$ cat src/rtl/b64d_pkg.sv
// Shared types, constants and the character classifier for the base64 stream decoder.
package b64d_pkg;

    // Error status reported with the end of a stream
    localparam logic [1:0] ERR_OK         = 2'd0;
    localparam logic [1:0] ERR_NO_VALID   = 2'd1;
    localparam logic [1:0] ERR_INCOMPLETE = 2'd2;

    // Character codes
    localparam logic [7:0] CHAR_PAD   = 8'h3D;  // '='
    localparam logic [7:0] CHAR_PLUS  = 8'h2B;  // '+'
    localparam logic [7:0] CHAR_SLASH = 8'h2F;  // '/'
    localparam logic [7:0] CHAR_UP_A  = 8'h41;
    localparam logic [7:0] CHAR_UP_Z  = 8'h5A;
    localparam logic [7:0] CHAR_LO_A  = 8'h61;
    localparam logic [7:0] CHAR_LO_Z  = 8'h7A;
    localparam logic [7:0] CHAR_D0    = 8'h30;
    localparam logic [7:0] CHAR_D9    = 8'h39;

    // Bytes a full group holds
    localparam logic [1:0] GROUP_BYTES = 2'd3;
    localparam logic [1:0] PAD_MAX     = 2'd3;

    // Classified character
    typedef struct packed {
        logic       valid;   // alphabet character or pad
        logic       is_pad;
        logic [5:0] value;
    } sextet_t;

    // One group request from the front to the back
    typedef struct packed {
        logic [23:0] word;    // four sextets, first in the top bits
        logic [1:0]  nbytes;  // bytes to emit, 0..3
        logic        last;    // request closes the stream
        logic [1:0]  err;     // status for the end of stream
    } grp_req_t;

    // Map a character code to its sextet
    function automatic sextet_t decode_char(input logic [7:0] c);
        sextet_t r;
        r = '0;
        if (c >= CHAR_UP_A && c <= CHAR_UP_Z) begin
            r.valid = 1'b1;
            r.value = 6'(c - CHAR_UP_A);
        end else if (c >= CHAR_LO_A && c <= CHAR_LO_Z) begin
            r.valid = 1'b1;
            r.value = 6'(c - CHAR_LO_A + 8'd26);
        end else if (c >= CHAR_D0 && c <= CHAR_D9) begin
            r.valid = 1'b1;
            r.value = 6'(c - CHAR_D0 + 8'd52);
        end else if (c == CHAR_PLUS) begin
            r.valid = 1'b1;
            r.value = 6'd62;
        end else if (c == CHAR_SLASH) begin
            r.valid = 1'b1;
            r.value = 6'd63;
        end else if (c == CHAR_PAD) begin
            r.valid  = 1'b1;
            r.is_pad = 1'b1;
        end
        return r;
    endfunction

endpackage

$ cat src/rtl/b64d_front.sv
// Front end: classifies characters, gathers sextets into groups and issues group requests.
module b64d_front (
    input  logic               clk,
    input  logic               rst_n,
    input  logic               s_tvalid,
    output logic               s_tready,
    input  logic [7:0]         s_tdata,    // [7:0] char_code
    input  logic               s_tlast,    // last_char
    input  logic               q_full,
    output logic               q_push,
    output b64d_pkg::grp_req_t q_data
);

    logic [17:0] acc_reg, acc_next;
    logic [1:0]  pos_reg, pos_next;
    logic [1:0]  pad_reg, pad_next;
    logic        seen_reg, seen_next;

    b64d_pkg::sextet_t dec;
    logic              accept;
    logic              group_done;
    logic [1:0]        pad_upd;

    assign s_tready = !q_full;
    assign accept   = s_tvalid && s_tready;
    assign dec      = b64d_pkg::decode_char(s_tdata);

    // State update and request build
    always_comb
    begin
        acc_next   = acc_reg;
        pos_next   = pos_reg;
        pad_next   = pad_reg;
        seen_next  = seen_reg;
        group_done = 1'b0;
        pad_upd    = pad_reg;
        q_data     = '0;

        if (dec.is_pad && pad_reg != b64d_pkg::PAD_MAX) begin
            pad_upd = pad_reg + 2'd1;
        end

        if (dec.valid) begin
            seen_next = 1'b1;
            if (pos_reg == 2'd3) begin
                group_done    = 1'b1;
                q_data.word   = {acc_reg, dec.value};
                q_data.nbytes = b64d_pkg::GROUP_BYTES - pad_upd;
                acc_next      = '0;
                pos_next      = '0;
                pad_next      = '0;
            end else begin
                acc_next = {acc_reg[11:0], dec.value};
                pos_next = pos_reg + 2'd1;
                pad_next = pad_upd;
            end
        end

        // End of stream: status, then back to the reset state
        if (s_tlast) begin
            q_data.last = 1'b1;
            if (!seen_next) begin
                q_data.err = b64d_pkg::ERR_NO_VALID;
            end else if (pos_next != 2'd0) begin
                q_data.err = b64d_pkg::ERR_INCOMPLETE;
            end else begin
                q_data.err = b64d_pkg::ERR_OK;
            end
            acc_next  = '0;
            pos_next  = '0;
            pad_next  = '0;
            seen_next = 1'b0;
        end
    end

    assign q_push = accept && (group_done || s_tlast);

    // State registers
    always_ff @(posedge clk or negedge rst_n)
    begin
        if (!rst_n) begin
            acc_reg  <= '0;
            pos_reg  <= '0;
            pad_reg  <= '0;
            seen_reg <= 1'b0;
        end else if (accept) begin
            acc_reg  <= acc_next;
            pos_reg  <= pos_next;
            pad_reg  <= pad_next;
            seen_reg <= seen_next;
        end
    end

endmodule

$ cat src/rtl/b64d_queue.sv
// Short request queue between the front and back ends.
module b64d_queue #(
    parameter int DEPTH = 4
) (
    input  logic               clk,
    input  logic               rst_n,
    input  logic               push,
    input  b64d_pkg::grp_req_t push_data,
    output logic               full,
    input  logic               pop,
    output b64d_pkg::grp_req_t pop_data,
    output logic               empty
);

    localparam int PTR_W = (DEPTH > 1) ? $clog2(DEPTH) : 1;
    localparam int CNT_W = $clog2(DEPTH + 1);

    b64d_pkg::grp_req_t mem_reg [DEPTH];
    logic [PTR_W-1:0]   wr_ptr_reg, wr_ptr_next;
    logic [PTR_W-1:0]   rd_ptr_reg, rd_ptr_next;
    logic [CNT_W-1:0]   cnt_reg, cnt_next;
    logic               do_push, do_pop;

    assign full     = (cnt_reg == CNT_W'(DEPTH));
    assign empty    = (cnt_reg == '0);
    assign do_push  = push && !full;
    assign do_pop   = pop && !empty;
    assign pop_data = mem_reg[rd_ptr_reg];

    // Pointer and count update
    always_comb
    begin
        wr_ptr_next = wr_ptr_reg;
        rd_ptr_next = rd_ptr_reg;
        cnt_next    = cnt_reg;
        if (do_push) begin
            wr_ptr_next = (wr_ptr_reg == PTR_W'(DEPTH - 1)) ? '0 : wr_ptr_reg + 1'b1;
        end
        if (do_pop) begin
            rd_ptr_next = (rd_ptr_reg == PTR_W'(DEPTH - 1)) ? '0 : rd_ptr_reg + 1'b1;
        end
        if (do_push && !do_pop) begin
            cnt_next = cnt_reg + 1'b1;
        end else if (do_pop && !do_push) begin
            cnt_next = cnt_reg - 1'b1;
        end
    end

    always_ff @(posedge clk or negedge rst_n)
    begin
        if (!rst_n) begin
            wr_ptr_reg <= '0;
            rd_ptr_reg <= '0;
            cnt_reg    <= '0;
        end else begin
            wr_ptr_reg <= wr_ptr_next;
            rd_ptr_reg <= rd_ptr_next;
            cnt_reg    <= cnt_next;
        end
    end

    // Entry storage
    always_ff @(posedge clk)
    begin
        if (do_push) begin
            mem_reg[wr_ptr_reg] <= push_data;
        end
    end

endmodule

$ cat src/rtl/b64d_back.sv
// Back end: splits group requests into bytes and drives the registered output stage.
module b64d_back (
    input  logic               clk,
    input  logic               rst_n,
    input  logic               q_empty,
    input  b64d_pkg::grp_req_t q_data,
    output logic               q_pop,
    output logic               m_tvalid,
    input  logic               m_tready,
    output logic [7:0]         m_tdata,    // [7:0] out_byte
    output logic [7:0]         m_tuser,    // [0] byte_valid, [2:1] error_code, rest zero
    output logic               m_tlast     // end_of_stream
);

    logic [1:0] idx_reg, idx_next;
    logic       vld_reg, vld_next;
    logic [7:0] byte_reg, byte_next;
    logic       bval_reg, bval_next;
    logic       eos_reg, eos_next;
    logic [1:0] err_reg, err_next;

    logic advance;
    logic final_out;

    assign advance   = !vld_reg || m_tready;
    assign final_out = (q_data.nbytes == 2'd0) || (idx_reg == q_data.nbytes - 2'd1);

    // Byte selection and request sequencing
    always_comb
    begin
        idx_next  = idx_reg;
        vld_next  = vld_reg;
        byte_next = byte_reg;
        bval_next = bval_reg;
        eos_next  = eos_reg;
        err_next  = err_reg;
        q_pop     = 1'b0;

        if (advance) begin
            vld_next = 1'b0;
            if (!q_empty) begin
                if (q_data.nbytes == 2'd0 && !q_data.last) begin
                    // group with three or more pads yields no bytes: nothing to emit
                    q_pop = 1'b1;
                end else begin
                    vld_next  = 1'b1;
                    bval_next = (q_data.nbytes != 2'd0);
                    case (idx_reg)
                        2'd0:    byte_next = q_data.word[23:16];
                        2'd1:    byte_next = q_data.word[15:8];
                        2'd2:    byte_next = q_data.word[7:0];
                        default: byte_next = 8'd0;
                    endcase
                    if (q_data.nbytes == 2'd0) begin
                        byte_next = 8'd0;
                    end
                    eos_next = final_out && q_data.last;
                    err_next = (final_out && q_data.last) ? q_data.err : b64d_pkg::ERR_OK;
                    if (final_out) begin
                        q_pop    = 1'b1;
                        idx_next = '0;
                    end else begin
                        idx_next = idx_reg + 2'd1;
                    end
                end
            end
        end
    end

    // Control registers
    always_ff @(posedge clk or negedge rst_n)
    begin
        if (!rst_n) begin
            idx_reg <= '0;
            vld_reg <= 1'b0;
        end else begin
            idx_reg <= idx_next;
            vld_reg <= vld_next;
        end
    end

    // Output payload
    always_ff @(posedge clk)
    begin
        byte_reg <= byte_next;
        bval_reg <= bval_next;
        eos_reg  <= eos_next;
        err_reg  <= err_next;
    end

    assign m_tvalid = vld_reg;
    assign m_tdata  = byte_reg;
    assign m_tuser  = {5'd0, err_reg, bval_reg};
    assign m_tlast  = eos_reg;

endmodule

$ cat src/rtl/base64_stream_decoder_core.sv
// Top level of the streaming base64 decoder.
//
// Usage:
//   Slave side (s_*): one ASCII character per request in s_tdata, s_tlast on the
//   final character of the encoded text. Non-alphabet codes are skipped.
//   Master side (m_*): one decoded byte per request in m_tdata; m_tuser[0] flags
//   a real byte, m_tuser[2:1] carries the status (ok, no valid characters,
//   incomplete final group) on the request marked m_tlast. When the last
//   character emits no byte, one request with m_tuser[0] low closes the stream.
// Timing:
//   A character is taken every cycle while the group queue has room. The first
//   byte of a group passes through a queue entry and then the output register
//   to m_tdata, and the group's bytes leave it one per cycle while m_tready
//   is high. The single-byte output stage bounds throughput at three bytes per
//   four characters, so the input sustains one character per cycle with m_tready high.
// Reset and stall:
//   rst_n clears the group state, the queue and the output valid at once.
//   When m_tready is low the output register holds; the queue absorbs up to
//   QUEUE_DEPTH groups before s_tready drops.
module base64_stream_decoder_core #(
    parameter int QUEUE_DEPTH = 4
) (
    input  logic       clk,
    input  logic       rst_n,
    input  logic       s_tvalid,
    output logic       s_tready,
    input  logic [7:0] s_tdata,    // [7:0] char_code
    input  logic       s_tlast,    // last_char
    output logic       m_tvalid,
    input  logic       m_tready,
    output logic [7:0] m_tdata,    // [7:0] out_byte
    output logic [7:0] m_tuser,    // [0] byte_valid, [2:1] error_code, rest zero
    output logic       m_tlast     // end_of_stream
);

    b64d_pkg::grp_req_t push_data, pop_data;
    logic               push, pop, full, empty;

    // Character classification and grouping
    b64d_front u_front (
        .clk      (clk),
        .rst_n    (rst_n),
        .s_tvalid (s_tvalid),
        .s_tready (s_tready),
        .s_tdata  (s_tdata),
        .s_tlast  (s_tlast),
        .q_full   (full),
        .q_push   (push),
        .q_data   (push_data)
    );

    // Group request queue
    b64d_queue #(
        .DEPTH (QUEUE_DEPTH)
    ) u_queue (
        .clk       (clk),
        .rst_n     (rst_n),
        .push      (push),
        .push_data (push_data),
        .full      (full),
        .pop       (pop),
        .pop_data  (pop_data),
        .empty     (empty)
    );

    // Byte emission
    b64d_back u_back (
        .clk      (clk),
        .rst_n    (rst_n),
        .q_empty  (empty),
        .q_data   (pop_data),
        .q_pop    (pop),
        .m_tvalid (m_tvalid),
        .m_tready (m_tready),
        .m_tdata  (m_tdata),
        .m_tuser  (m_tuser),
        .m_tlast  (m_tlast)
    );

endmodule
$ cat config.mk
export PLATFORM = sky130hd
export DESIGN_NAME = base64_stream_decoder_core
export DESIGN_NICKNAME = d
export VERILOG_FILES = /design/src/rtl/b64d_pkg.sv /design/src/rtl/b64d_front.sv /design/src/rtl/b64d_queue.sv /design/src/rtl/b64d_back.sv /design/src/rtl/base64_stream_decoder_core.sv
export SDC_FILE = /design/constraint.sdc
export NUM_CORES = 1
export LEC_CHECK = 0
export ABC_AREA = 1
export BUFFER_PORTS_ARGS = -buffer_cell sky130_fd_sc_hd__buf_2
export CORE_MARGIN = 2
export CORE_UTILIZATION = 39
export DETAILED_ROUTE_END_ITERATION = 10
export GPL_ROUTABILITY_DRIVEN = 0
export MAX_ROUTING_LAYER = met4
export PLACE_DENSITY = 0.65
export SLEW_MARGIN = 10
export SYNTH_ARGS = -nofsm -noshare
export SYNTH_HDL_FRONTEND = slang
export SYNTH_SLANG_ARGS = --single-unit
$ cat constraint.sdc
create_clock -name clk -period 3.87 [get_ports clk]
set_clock_uncertainty 0.1 [all_clocks]
set_input_delay 0.774 -clock clk [delete_from_list [all_inputs] [get_ports clk]]
set_output_delay 0.774 -clock clk [all_outputs]
set_load 0.01 [all_outputs]
==> results_dict.tcl <==
set metrics [dict create \
    crit_chain "buf_2, inv_2, ha_1, nand2_1, nand3_1, nand2_2, nor2_2, nor2_4, nor2_4, nand3_2, nand3_2, inv_1, ha_1, inv_1, fa_1, a21oi_1, o21ai_0, xor2_1" \
    cts_tree "done" \
    max_freq_mhz 326.9 \
    cts_hold_buf 0 \
    finalCritPeriodShare_pct 79.04 \
    slew_violations 0 \
    num_vias 5148 \
    route.detailed.drc 0 \
    first_global_vias 5081 \
    required_ns 4.07 \
    drv_cap 0 \
    finalHoldViolCount 0 \
    slew_headroom_pct 42.99 \
    largest_reg_flops 116 \
    r2r_cells 14 \
    placement.io_buffers 26 \
    startpoint_type "input pin" \
    post_layout_nonfiller_instances 1054 \
    critPathTopFamily "simple AND/OR/NAND/NOR gates" \
    antenna_cells 0 \
    slowest_delay_ns 0.38 \
    dpl.cell_count 1022 \
    clock_latency_ns 0.42 \
    synthTopCellsByArea "edfxtp_1, dfrtp_1, nand2_1, nor2_1, o21ai_0" \
    cts_setup_buffers 0 \
    syn2layout_area_growth_pct 11.97 \
    grt_max_degree 53 \
    layout.cells.most_common "nand2_1" \
    initial_core_util_pct 39.97 \
    synth-seq-cells 161 \
    critPathKind "input pin to flip-flop" \
    worstHoldPathType "input pin to async pin" \
    drt_iter0_markers 372 \
    h-tree-depth 4 \
    fin_util_pct 44.76 \
    synth_xor_area_share_pct 1.459 \
    ff2ff_setup_slack_ns 0.81 \
    cp.arrival_ns 3.26 \
    cp-startpoint "s_tdata[2]" \
    yosysTopAreaCellShare_pct 49.25 \
    clockRootBuffer "clkbuf_16" \
    rsz0062_at_grt "no" \
    synthSimpleGateAreaFrac_pct 17.65 \
    die_x_um 145.5 \
    crit_fanout 9 \
    ant_nets 0 \
    die-area_um2 21160 \
    cts_resized 0 \
    final_cell_mix "nand2_1, edfxtp_1, nor2_1, inv_1, o21ai_0" \
    ir_drop_mv 0.3070 \
    status "complete, no violations" \
    setup_viol 0 \
    cts.clk_slew.worst_paths_ns 0.06 \
    r2r-end "u_queue.cnt_reg[2]" \
    r2r-start "u_queue.rd_ptr_reg[0]" \
    overflow 0 \
    seq_area_frac_synth_pct 59.83 \
    viasPerCell 4.884 \
    power.density_nw_per_um2 669.5 \
    synth-compound-area-share_pct 10.07 \
    grt.total_usage_pct 16.09 \
    rows 51 \
    power_leakage_nw 3.702 \
    path_buf_inv 4 \
    finalCriticalPeriod_ns 3.059 \
    tns_ns 0 \
    syn-instance-count 754 \
    final_area_um2 8740 \
    wire_per_inst_um 15.18 \
    clock-sinks 161 \
    fillers 1870 \
    core_area_um2 19530 \
    muxShareOfSynthArea_pct 0.1443 \
    yosysUniqueCellTypes 42 \
    avgSynthCellArea_um2 10.35 \
    worst_pin_slew_ns 0.8532 \
    yosysWarningCount 0 \
    die_h_um 145.5 \
    grt_pass1_wl_um 26190 \
    syn-cell-area_um2 7805 \
    layout.nets 812 \
    yosys.area.top_type "edfxtp_1" \
    synth_top_family_by_area "simple AND/OR/NAND/NOR gates" \
    dr.pass1.iters 5 \
    clk_path_buf_depth 2 \
    ios 32 \
    p_total_mw 5.851 \
    layout-drive-gt1-share_pct 19.01 \
    slowest_stage "fa_1" \
    cts_buffers 17 \
    dp_hpwl_um 10240 \
    wl_um 16000 \
    synth_fa_ha_area_share_pct 3.783 \
    placed_area_um2 8143 \
    antenna_found_initial 0 \
    end_kind "flip-flop" \
]
[worst register-to-register path, stage by stage (launching register included)]
cell	delay (ns)
dfrtp_1	0.50
inv_1	0.24
nand2_1	0.09
a32o_1	0.24
ha_1	0.28
xor2_1	0.16
nand2_1	0.07
nand2_1	0.09
nand2_1	0.15
ha_1	0.16
inv_1	0.06
fa_1	0.38
a21oi_1	0.15
o21ai_0	0.11
xor2_1	0.15
[power by group]
part | switching (mW) | internal, mW
registers | 0.122 | 2.20
clock network | 0.644 | 1.04
logic | 1.25 | 0.596
[metal layers]
metal	wire [um]	global-route usage, %	share of wire (%)	up-vias
met5	0	-	0	-
met4	191	5.000	1.2	0
met3	553	2.821	3.5	17
met2	7799	26.09	49	95
met1	7455	20.72	47	2494
li1	-	-	-	2542
[metrics by stage]
| stage | worst slack, ns | hold slack [ns] |
|---|---|---|
| after floorplan | 0.1489 | 0.3612 |
| after global placement | 0.4330 | 0.3708 |
| after detailed placement | 0.3912 | 0.3728 |
| after CTS | 0.8143 | 0.3506 |
| after global routing | 0.4818 | 0.3931 |
| final | 0.8111 | 0.3267 |
[worst max path at each step]
stage                                  endpoint  slack [ns]  depth (start not counted)
after floorplan           u_queue.mem_reg[0][0]        0.15                         12
after global placement       u_queue.cnt_reg[2]        0.43                         18
after detailed placement     u_queue.cnt_reg[2]        0.39                         18
after CTS                    u_queue.cnt_reg[2]        0.81                         14
after global routing         u_queue.cnt_reg[2]        0.48                         18
final                        u_queue.cnt_reg[2]        0.81                         18
[kinds of logic (layout without fill, tap and decap cells)]
kind of cell               count (synthesis)  after routing
AOI/OAI and AO/OA                        128            128
muxes                                      1              1
other                                      1              5
adders and majority gates                 23             23
xor gates and xnor gates                  13             13
DFF                                      161            161
buffers and inverters                    124            155
and+or+nand+nor                          303            303
[synthesized netlist by cell type, drive strengths merged]
library cell / number
mux2: 1
conb: 1
buf: 20
nand3b: 2
fa: 1
nor3: 2
a32o: 1
o22ai: 24
o21a: 1
dfrtp: 33
xor2: 11
or2: 2
a22oi: 1
ha: 22
nand4: 1
nor2: 94
nand2: 164
o21ai: 89
a21oi: 12
nand3: 34
xnor2: 2
and2: 4
inv: 87
edfxtp: 128
clkbuf: 16
clkinv: 1
[area by class of cell]
type                    count  area, um^2  area share [%]
multi-input cells         473        2613           29.89
repair buffers             35       197.7           2.262
clock buffers              21       460.4           5.268
clock inverters            11       136.4           1.560
flip-flops and latches    161        4669           53.43
well taps                 265       331.6           3.794
inverters                  88       331.6           3.794
(Power assumes the default switching activity.)
